`src/hdl/safs_pkg.sv`:
```
// ----------------------------------------------------------------------------
// Sprite animation frame select - shared package
// Widths, register codes and playback modes used by the frame select pipeline.
// ----------------------------------------------------------------------------
package safs_pkg;

	localparam int INDEX_BITS     = 12;
	localparam int TIME_BITS      = 32;
	localparam int TIME_FRAC_BITS = 16;
	localparam int RATE_BITS      = 16;
	localparam int RATE_FRAC_BITS = 8;
	localparam int CFG_IDX_BITS   = 2;
	localparam int CFG_DATA_BITS  = 16;

	localparam int PROD_BITS  = TIME_BITS + RATE_BITS;
	localparam int FRAC_SHIFT = TIME_FRAC_BITS + RATE_FRAC_BITS;
	localparam int FRAME_BITS = PROD_BITS - FRAC_SHIFT;
	localparam int CNT_BITS   = INDEX_BITS + 1;

	localparam logic [RATE_BITS-1:0] RATE_ONE = RATE_BITS'(1) << RATE_FRAC_BITS;

	typedef enum logic [1:0] {
		MODE_ONCE     = 2'd0,
		MODE_LOOP     = 2'd1,
		MODE_PINGPONG = 2'd2
	} mode_t;

	typedef enum logic [CFG_IDX_BITS-1:0] {
		REG_START_INDEX   = 2'd0,
		REG_END_INDEX     = 2'd1,
		REG_FRAME_RATE    = 2'd2,
		REG_PLAYBACK_MODE = 2'd3
	} cfg_reg_t;

endpackage

```
`src/hdl/safs_div_pipe.sv`:
```
// ----------------------------------------------------------------------------
// Sprite animation frame select - pipelined divider
// Restoring division of the frame count, one quotient bit per stage. Gives the
// remainder and the parity of the quotient; the clamp offset rides alongside.
// ----------------------------------------------------------------------------
module safs_div_pipe
	import safs_pkg::*;
(
	input  logic                  clk,
	input  logic                  arst_n,
	input  logic                  in_valid,
	output logic                  in_ready,
	input  logic [FRAME_BITS-1:0] in_frames,
	input  logic [INDEX_BITS-1:0] in_clamp,
	input  logic [CNT_BITS-1:0]   divisor,
	output logic                  out_valid,
	input  logic                  out_ready,
	output logic [CNT_BITS-1:0]   out_rem,
	output logic                  out_lap_odd,
	output logic [INDEX_BITS-1:0] out_clamp
);

	localparam int LAST = FRAME_BITS - 1;

	logic [FRAME_BITS-1:0] vld_s;
	logic [FRAME_BITS-1:0] load;
	logic [FRAME_BITS-1:0] qbit_s;
	logic [CNT_BITS-1:0]   rem_s   [FRAME_BITS];
	logic [FRAME_BITS-1:0] dvd_s   [FRAME_BITS];
	logic [INDEX_BITS-1:0] clamp_s [FRAME_BITS];

	// stall chain: a stage loads when empty or when the next one moves
	always_comb begin
		load[LAST] = !vld_s[LAST] || out_ready;
		for (int k = LAST - 1; k >= 0; k--) begin
			load[k] = !vld_s[k] || load[k+1];
		end
	end

	genvar g;
	generate
		for (g = 0; g < FRAME_BITS; g++) begin : g_stage
			logic                  prev_vld;
			logic [CNT_BITS-1:0]   prev_rem;
			logic [FRAME_BITS-1:0] prev_dvd;
			logic [INDEX_BITS-1:0] prev_clamp;
			logic [CNT_BITS:0]     trial;
			logic                  ge;
			logic [CNT_BITS:0]     diff;

			if (g == 0) begin : g_first
				assign prev_vld   = in_valid;
				assign prev_rem   = '0;
				assign prev_dvd   = in_frames;
				assign prev_clamp = in_clamp;
			end else begin : g_next
				assign prev_vld   = vld_s[g-1];
				assign prev_rem   = rem_s[g-1];
				assign prev_dvd   = dvd_s[g-1];
				assign prev_clamp = clamp_s[g-1];
			end

			assign trial = {prev_rem, prev_dvd[FRAME_BITS-1]};
			assign ge    = trial >= {1'b0, divisor};
			assign diff  = trial - {1'b0, divisor};

			always_ff @(posedge clk or negedge arst_n) begin
				if (!arst_n) begin
					vld_s[g] <= 1'b0;
				end else if (load[g]) begin
					vld_s[g] <= prev_vld;
				end
			end

			always_ff @(posedge clk) begin
				if (load[g] && prev_vld) begin
					rem_s[g]   <= ge ? diff[CNT_BITS-1:0] : trial[CNT_BITS-1:0];
					qbit_s[g]  <= ge;
					dvd_s[g]   <= {prev_dvd[FRAME_BITS-2:0], 1'b0};
					clamp_s[g] <= prev_clamp;
				end
			end
		end
	endgenerate

	assign in_ready    = load[0];
	assign out_valid   = vld_s[LAST];
	assign out_rem     = rem_s[LAST];
	assign out_lap_odd = qbit_s[LAST];
	assign out_clamp   = clamp_s[LAST];

endmodule

```
`src/hdl/sprite_anim_frame_select.sv`:
```
// ----------------------------------------------------------------------------
// Sprite animation frame select - top level
// Maps an elapsed time to a sprite sheet index in once, loop or ping-pong mode.
// ----------------------------------------------------------------------------
// One item per clock cycle is sustained while out_ready stays high. From input
// accept to result, the time by rate product is registered, then the frame
// count and the clamp, then each stage of the pipelined restoring divider, and
// last the index. The divider depth sets the latency. Each stage only waits on
// the one after it, so gaps close up and input is taken while a result is held.
// Registers are written through the cfg port, which is always ready; write
// them only while no items are in flight.
// ----------------------------------------------------------------------------
module sprite_anim_frame_select
	import safs_pkg::*;
(
	input  logic                     clk,
	input  logic                     arst_n,
	input  logic                     cfg_valid,
	output logic                     cfg_ready,
	input  logic [CFG_IDX_BITS-1:0]  cfg_index,
	input  logic [CFG_DATA_BITS-1:0] cfg_data,
	input  logic                     in_valid,
	output logic                     in_ready,
	input  logic [TIME_BITS-1:0]     elapsed_time,
	output logic                     out_valid,
	input  logic                     out_ready,
	output logic [INDEX_BITS-1:0]    sprite_index,
	output logic                     range_error
);

	logic [INDEX_BITS-1:0] start_index_q;
	logic [INDEX_BITS-1:0] end_index_q;
	logic [RATE_BITS-1:0]  frame_rate_q;
	logic [1:0]            playback_mode_q;

	logic [INDEX_BITS-1:0] span;
	logic [CNT_BITS-1:0]   count;
	logic [CNT_BITS-1:0]   divisor;
	logic                  bad_range;

	logic                  vld_s1, vld_s2;
	logic                  load_s1, load_s2;
	logic [PROD_BITS-1:0]  prod_s1;
	logic [FRAME_BITS-1:0] frames_s2;
	logic [INDEX_BITS-1:0] clamp_s2;
	logic [FRAME_BITS-1:0] frames_w;

	logic                  div_in_ready;
	logic                  div_out_valid;
	logic                  div_out_ready;
	logic [CNT_BITS-1:0]   div_rem;
	logic                  div_lap_odd;
	logic [INDEX_BITS-1:0] div_clamp;

	logic [INDEX_BITS-1:0] offset;
	logic                  out_valid_q;
	logic [INDEX_BITS-1:0] sprite_index_q;
	logic                  range_error_q;

	// configuration
	assign cfg_ready = 1'b1;

	always_ff @(posedge clk or negedge arst_n) begin
		if (!arst_n) begin
			start_index_q   <= '0;
			end_index_q     <= '0;
			frame_rate_q    <= RATE_ONE;
			playback_mode_q <= MODE_ONCE;
		end else if (cfg_valid) begin
			case (cfg_index)
				REG_START_INDEX:   start_index_q   <= cfg_data[INDEX_BITS-1:0];
				REG_END_INDEX:     end_index_q     <= cfg_data[INDEX_BITS-1:0];
				REG_FRAME_RATE:    frame_rate_q    <= cfg_data[RATE_BITS-1:0];
				REG_PLAYBACK_MODE: playback_mode_q <= cfg_data[1:0];
				default: ;
			endcase
		end
	end

	assign bad_range = end_index_q < start_index_q;
	assign span      = end_index_q - start_index_q;
	assign count     = {1'b0, span} + CNT_BITS'(1);
	assign divisor   = (playback_mode_q == MODE_LOOP) ? count : {1'b0, span};

	// stall chain
	assign load_s2  = !vld_s2 || div_in_ready;
	assign load_s1  = !vld_s1 || load_s2;
	assign in_ready = load_s1;

	// s1: time x rate
	always_ff @(posedge clk or negedge arst_n) begin
		if (!arst_n) begin
			vld_s1 <= 1'b0;
		end else if (load_s1) begin
			vld_s1 <= in_valid;
		end
	end

	always_ff @(posedge clk) begin
		if (load_s1 && in_valid) begin
			prod_s1 <= PROD_BITS'(elapsed_time) * PROD_BITS'(frame_rate_q);
		end
	end

	// s2: whole frames and clamped offset
	assign frames_w = prod_s1[PROD_BITS-1 -: FRAME_BITS];

	always_ff @(posedge clk or negedge arst_n) begin
		if (!arst_n) begin
			vld_s2 <= 1'b0;
		end else if (load_s2) begin
			vld_s2 <= vld_s1;
		end
	end

	always_ff @(posedge clk) begin
		if (load_s2 && vld_s1) begin
			frames_s2 <= frames_w;
			clamp_s2  <= (frames_w < FRAME_BITS'(span)) ? frames_w[INDEX_BITS-1:0] : span;
		end
	end

	safs_div_pipe u_div (
		.clk         (clk),
		.arst_n      (arst_n),
		.in_valid    (vld_s2),
		.in_ready    (div_in_ready),
		.in_frames   (frames_s2),
		.in_clamp    (clamp_s2),
		.divisor     (divisor),
		.out_valid   (div_out_valid),
		.out_ready   (div_out_ready),
		.out_rem     (div_rem),
		.out_lap_odd (div_lap_odd),
		.out_clamp   (div_clamp)
	);

	// output stage
	always_comb begin
		case (playback_mode_q)
			MODE_LOOP: offset = div_rem[INDEX_BITS-1:0];
			MODE_PINGPONG: begin
				if (span == '0) begin
					offset = '0;
				end else if (div_lap_odd) begin
					offset = span - div_rem[INDEX_BITS-1:0];
				end else begin
					offset = div_rem[INDEX_BITS-1:0];
				end
			end
			default: offset = div_clamp;
		endcase
	end

	assign div_out_ready = !out_valid_q || out_ready;

	always_ff @(posedge clk or negedge arst_n) begin
		if (!arst_n) begin
			out_valid_q <= 1'b0;
		end else if (div_out_ready) begin
			out_valid_q <= div_out_valid;
		end
	end

	always_ff @(posedge clk) begin
		if (div_out_ready && div_out_valid) begin
			sprite_index_q <= bad_range ? start_index_q : start_index_q + offset;
			range_error_q  <= bad_range;
		end
	end

	assign out_valid    = out_valid_q;
	assign sprite_index = sprite_index_q;
	assign range_error  = range_error_q;

endmodule

```
`config.mk`:
```
export PLATFORM = sky130hd
export DESIGN_NAME = sprite_anim_frame_select
export DESIGN_NICKNAME = d
export VERILOG_FILES = /design/src/hdl/safs_pkg.sv /design/src/hdl/safs_div_pipe.sv /design/src/hdl/sprite_anim_frame_select.sv
export SDC_FILE = /design/constraint.sdc
export NUM_CORES = 2
export LEC_CHECK = 0
export BUFFER_PORTS_ARGS = -buffer_cell sky130_fd_sc_hd__buf_4
export CAP_MARGIN = 20
export CORE_MARGIN = 4
export CORE_UTILIZATION = 44
export CTS_BUF_LIST = sky130_fd_sc_hd__clkbuf_4
export DETAILED_ROUTE_END_ITERATION = 8
export HOLD_SLACK_MARGIN = 0.05
export SLEW_MARGIN = 20
export SYNTH_ARGS = -nofsm -noshare
export SYNTH_HDL_FRONTEND = slang
export SYNTH_HIERARCHICAL = 1
export SYNTH_SLANG_ARGS = --single-unit
```
`constraint.sdc`:
```
create_clock -name clk -period 10.6 [get_ports clk]
set_input_delay 1.06 -clock clk [delete_from_list [all_inputs] [get_ports clk]]
set_output_delay 1.06 -clock clk [all_outputs]
set_load 0.005 [all_outputs]
```
Word level (Yosys, flattened, before mapping)

Memories as Yosys holds them, arrays and structs flattened.
Cells that the tools add are included.
Widths: inputs -> output; s select.

Register bits: 167
Latch bits: 0
Bits in writable memories: 1152
Memory bits (read-only): 0
Input port bits: 55
Word-level logic and storage cells: 265
Memories kept: 3

Memory list:

| name          | depth | width | read ports | clocked after memory_dff | write ports | line                | RTL |
|---|---|---|---|---|---|---|---|
| u_div.dvd_s   | 24    | 23    | 23         | 0                        | 24          | safs_div_pipe.sv:29 | `logic [FRAME_BITS-1:0] dvd_s [FRAME_BITS];` |
| u_div.rem_s   | 24    | 13    | 24         | 0                        | 24          | safs_div_pipe.sv:28 | `logic [CNT_BITS-1:0] rem_s [FRAME_BITS];` |
| u_div.clamp_s | 24    | 12    | 24         | 0                        | 24          | safs_div_pipe.sv:30 | `logic [INDEX_BITS-1:0] clamp_s [FRAME_BITS];` |

Add/subtract/negate cells: 28
Multipliers: 1
Divide/modulo/power cells: 0
$lt $le $gt $ge: 26
Equality and inequality tests: 5
Shift-type cells: 0
Multiplexer cells: 78
Bitwise operators: 0
Reduce and logical (&&, ||, !) cells: 87

Operator list:

| operator              | count |
|---|---|
| $mux 13               | 25 |
| $ge 14x13->1          | 23 |
| $sub 13x13->13        | 23 |
| $mul 32x16->48        | 1 |
| $mux 1                | 48 |
| $mux 12               | 4 |
| $logic_and 1x1->1     | 27 |
| $logic_not 1->1       | 27 |
| $logic_or 1x1->1      | 27 |
| $lt 24x12->1          | 1 |
| $pmux 12 s2           | 1 |
| $sub 12x12->12        | 2 |
| $add 12x1->13 const B | 1 |
| $ge 1x13->1           | 1 |
| $sub 1x13->13         | 1 |
| $add 12x12->12        | 1 |
| $logic_not 12->1      | 1 |
| $lt 12x12->1          | 1 |
| $reduce_and 2->1      | 4 |
| $eq 2x2->1 const B    | 3 |
| $eq 2x1->1 const B    | 2 |
| $logic_not 2->1       | 1 |

Logic depth before layout (Yosys ltp)

Depth after elaboration: 29
Gate-level depth with buffers: 26
Gate-level depth less buffers: 26

By module

Netlist, hierarchy kept.

By module, submodules not included:

| module                   | times used | cells an instance | area each (um^2) | sequential area each (um^2) |
|---|---|---|---|---|
| safs_div_pipe            | 1          | 3266              | 44463.9          | 26935.8 |
| sprite_anim_frame_select | 1          | 2305              | 21827.2          | 3319.4 |

Worst setup path after synthesis

No wires, ideal clock.

Path kind: register to register
Start: register end_index_q[0]
End: memory u_div/rem_s[4][50] (netlist name), data pin
Library setup time: 0.260 ns
Arrival: 8.464 ns
Required time: 10.340 ns
Path slack: 1.876 ns
Cell stages (with the launch flop): 16
Path buffers: 0
Cell sequence: dfrtp_1 > inv_1 > ha_1 > inv_1 > fa_1 > inv_1 > o21ai_0 > inv_1 > ha_1 > nor2b_1 > o31a_1 > o41a_1 > a221o_1 > a31oi_1 > xnor2_1 > mux2_2

RTL lines:

| item                     | line                           | RTL |
|---|---|---|
| start: declaration       | sprite_anim_frame_select.sv:32 | `logic [INDEX_BITS-1:0] end_index_q;` |
| start signal: assignment | sprite_anim_frame_select.sv:72 | `REG_END_INDEX: end_index_q <= cfg_data[INDEX_BITS-1:0];` |
| end: declaration         | safs_div_pipe.sv:28            |  |

Worst setup path in the final report

Start: register frame_rate_q[8]
End: register prod_s1[47], data pin

Word-level cells in the longest chain between the ends: 1

Ends and longest elaborated chain:

| item                     | line                            | RTL |
|---|---|---|
| start: declaration       | sprite_anim_frame_select.sv:33  | `logic [RATE_BITS-1:0] frame_rate_q;` |
| start signal: assignment | sprite_anim_frame_select.sv:73  | `REG_FRAME_RATE: frame_rate_q <= cfg_data[RATE_BITS-1:0];` |
| $mul 32x16->48           | sprite_anim_frame_select.sv:101 | `prod_s1 <= PROD_BITS'(elapsed_time) * PROD_BITS'(frame_rate_q);` |
| end signal: assignment   | sprite_anim_frame_select.sv:101 |  |
| end: declaration         | sprite_anim_frame_select.sv:43  | `logic [PROD_BITS-1:0] prod_s1;` |

No other way between the ends.
A chain may end at the register's enable or synchronous reset.

==> impl_metrics.toml <==
[floorplan]
dieWidth_um = 396
die_y_um = 396
die_area_sq_um = 157000
core_region_area_sq_um = 150000
ios = 71
start_util_pct = 44.2
row_count = 142

[sta]
timing.fmax_mhz = 137
tightest_slew_ps = 1090
fin_crit_sh_pct = 68.8
fin_crit_ps = 7300
timing_hold_violations_final = 0
tns_ps = 0
setup_viol = 0
slew_violations = 0
rsz0062_at_grt = "no"
skew_ps = 72.1
setup_ws_ps = 3300
slew_headroom_pct = 27.6

[global_route]
overflow = 0
grt_pass1_vias = 44500
antenna_found_initial = 3
grtUsageTotal_pct = 19.1
grt_start_max_net_pins = 70
grt_pass1_wl_um = 239000

[worst_hold_path]
min_path_type = "primary input to flip-flop"

[layout]
drive_gt1_share_pct = 14.6
area_growth_pct = 9.89
instances_no_fill = 8035
design_area_sq_um = 72800
final_common_cell = "edfxtp_1"
final_cell_mix = "edfxtp_1 (949), inv_1 (619), nand2_1 (480)"
finalNetCount = 6818

[routing]
ant_nets = 0
drtIter0Drc = 2338
drc = 0
drtPass1Iterations = 5
viasPerCell = 5.32
wirelength_um = 148000
num_vias = 42700
avgRoutedWirePerCell_um = 18.4

[critical_path]
crit_fanout = 33
setup.worst_path.end = "prod_s1[47]$_DFFE_PP_"
end_kind = "flip-flop"
crit_type = "flip-flop to flip-flop"
worst-r2r-cell-count = 21
r2r-end = "prod_s1[47]$_DFFE_PP_"
required_ps = 11410
cp.arrival_ps = 8100
start_kind = "flip-flop"
r2r_start = "frame_rate_q[8]$_DFFE_PN1P_"
r2r_setup_slack_ps = 3300
cp-startpoint = "frame_rate_q[8]$_DFFE_PN1P_"

[clocking]
cts_tree = "done"
holdBufCountCts = 6
ctsResizeCount = 0
clock-root-buffer = "clkbuf_4"
cts_num_sinks = 1018
ctsHtreeMaxLevel = 5
clk_pin_slew_ps = 70
clock_latency_ps = 1090
clockBufferDepth = 4
post_cts_buffers = 0
cts_inserted_buffers = 283

[place]
hpwl_um = 104000
place.gp.congestion = 0.857
numPortBuffers = 69
pre_cts_slack_ps = 3090
dp_cells = 7575
place_area_sq_um = 69400

[synthesis]
synthesis.nets = 6529
syn_area_sq_um = 66200
ys_warn_count = 6
synth_area_per_cell_sq_um = 11.9
syn_inst = 5564

[outcome]
status = "complete, no violations"

[job]
cap_violations = 0
-- state kept, by name, summed over array words and instances (netlist names), 2 cells and up --
name,flops
u_div/rem_s,311
u_div/clamp_s,288
u_div/dvd_s,276
frames_s2,24
prod_s1,24
u_div/g_stage.prev_vld,23
frame_rate_q,16
clamp_s2,12
end_index_q,12
sprite_index,12
start_index_q,12
playback_mode_q,2
-- metrics by stage --
stage / utilization (%) / hold WS, ps
global placement: 46.3 / 400
detailed placement: 46.3 / 405
floorplan: - / 400
CTS: 48.5 / 50.5
global route: 48.6 / 93.4
finish: 48.6 / 224
-- cell type report --
class / count / area [sq um]
clock buffer: 396 / 2970
inverter: 621 / 2330
multi-input combinational: 3777 / 33300
clock inverter: 53 / 258
fill: 13500 / 77000
tap: 2016 / 2520
timing repair buffer: 152 / 1200
sequential: 1018 / 30200
antenna: 2 / 5.00
-- critical path, cell delays in order, from the launching register on --
cell and delay, ps:
dfstp_2 1120, nand2_1 160, fa_1 550, inv_1 50
fa_1 480, fa_1 570, fa_1 430, fa_1 490
inv_1 50, fa_1 470, inv_1 40, ha_1 310
a21o_1 170, a21o_1 170, a21oi_1 190, nand4_1 150
o211ai_1 480, a21oi_1 240, a211oi_1 420, a21oi_1 170
a21oi_1 210, xnor2_1 80
-- worst min path at each step --
stage / to / startpoint / slack, ps / depth (start not counted)
global route: vld_s1$_DFFE_PN0N_ / in_valid / 90 / 2
CTS: frame_rate_q[12]$_DFFE_PN0P_ / cfg_data[12] / 50 / 2
finish: vld_s1$_DFFE_PN0N_ / in_valid / 220 / 2
global placement: u_div/clamp_s[3][16]$_DFFE_PP_ / u_div/clamp_s[3][4]$_DFFE_PP_ / 400 / 0
detailed placement: u_div/clamp_s[0][11]$_DFFE_PP_ / clamp_s2[11]$_DFFE_PP_ / 400 / 0
floorplan: u_div/clamp_s[0][0]$_DFFE_PP_ / clamp_s2[0]$_DFFE_PP_ / 400 / 0
-- routing by layer --
| metal | vias up | wire length, um | track usage (%) |
|---|---|---|---|
| li1 | 20300 | - | - |
| met1 | 21200 | 65200 | 25.1 |
| met2 | 994 | 72400 | 32.4 |
| met3 | 244 | 6650 | 3.09 |
| met4 | 0 | 3740 | 6.38 |
| met5 | - | 0 | 0 |
Power is left out: the tool's default activity adds up to more than one toggle a clock period on the data nets, which glitch-free logic cannot reach.
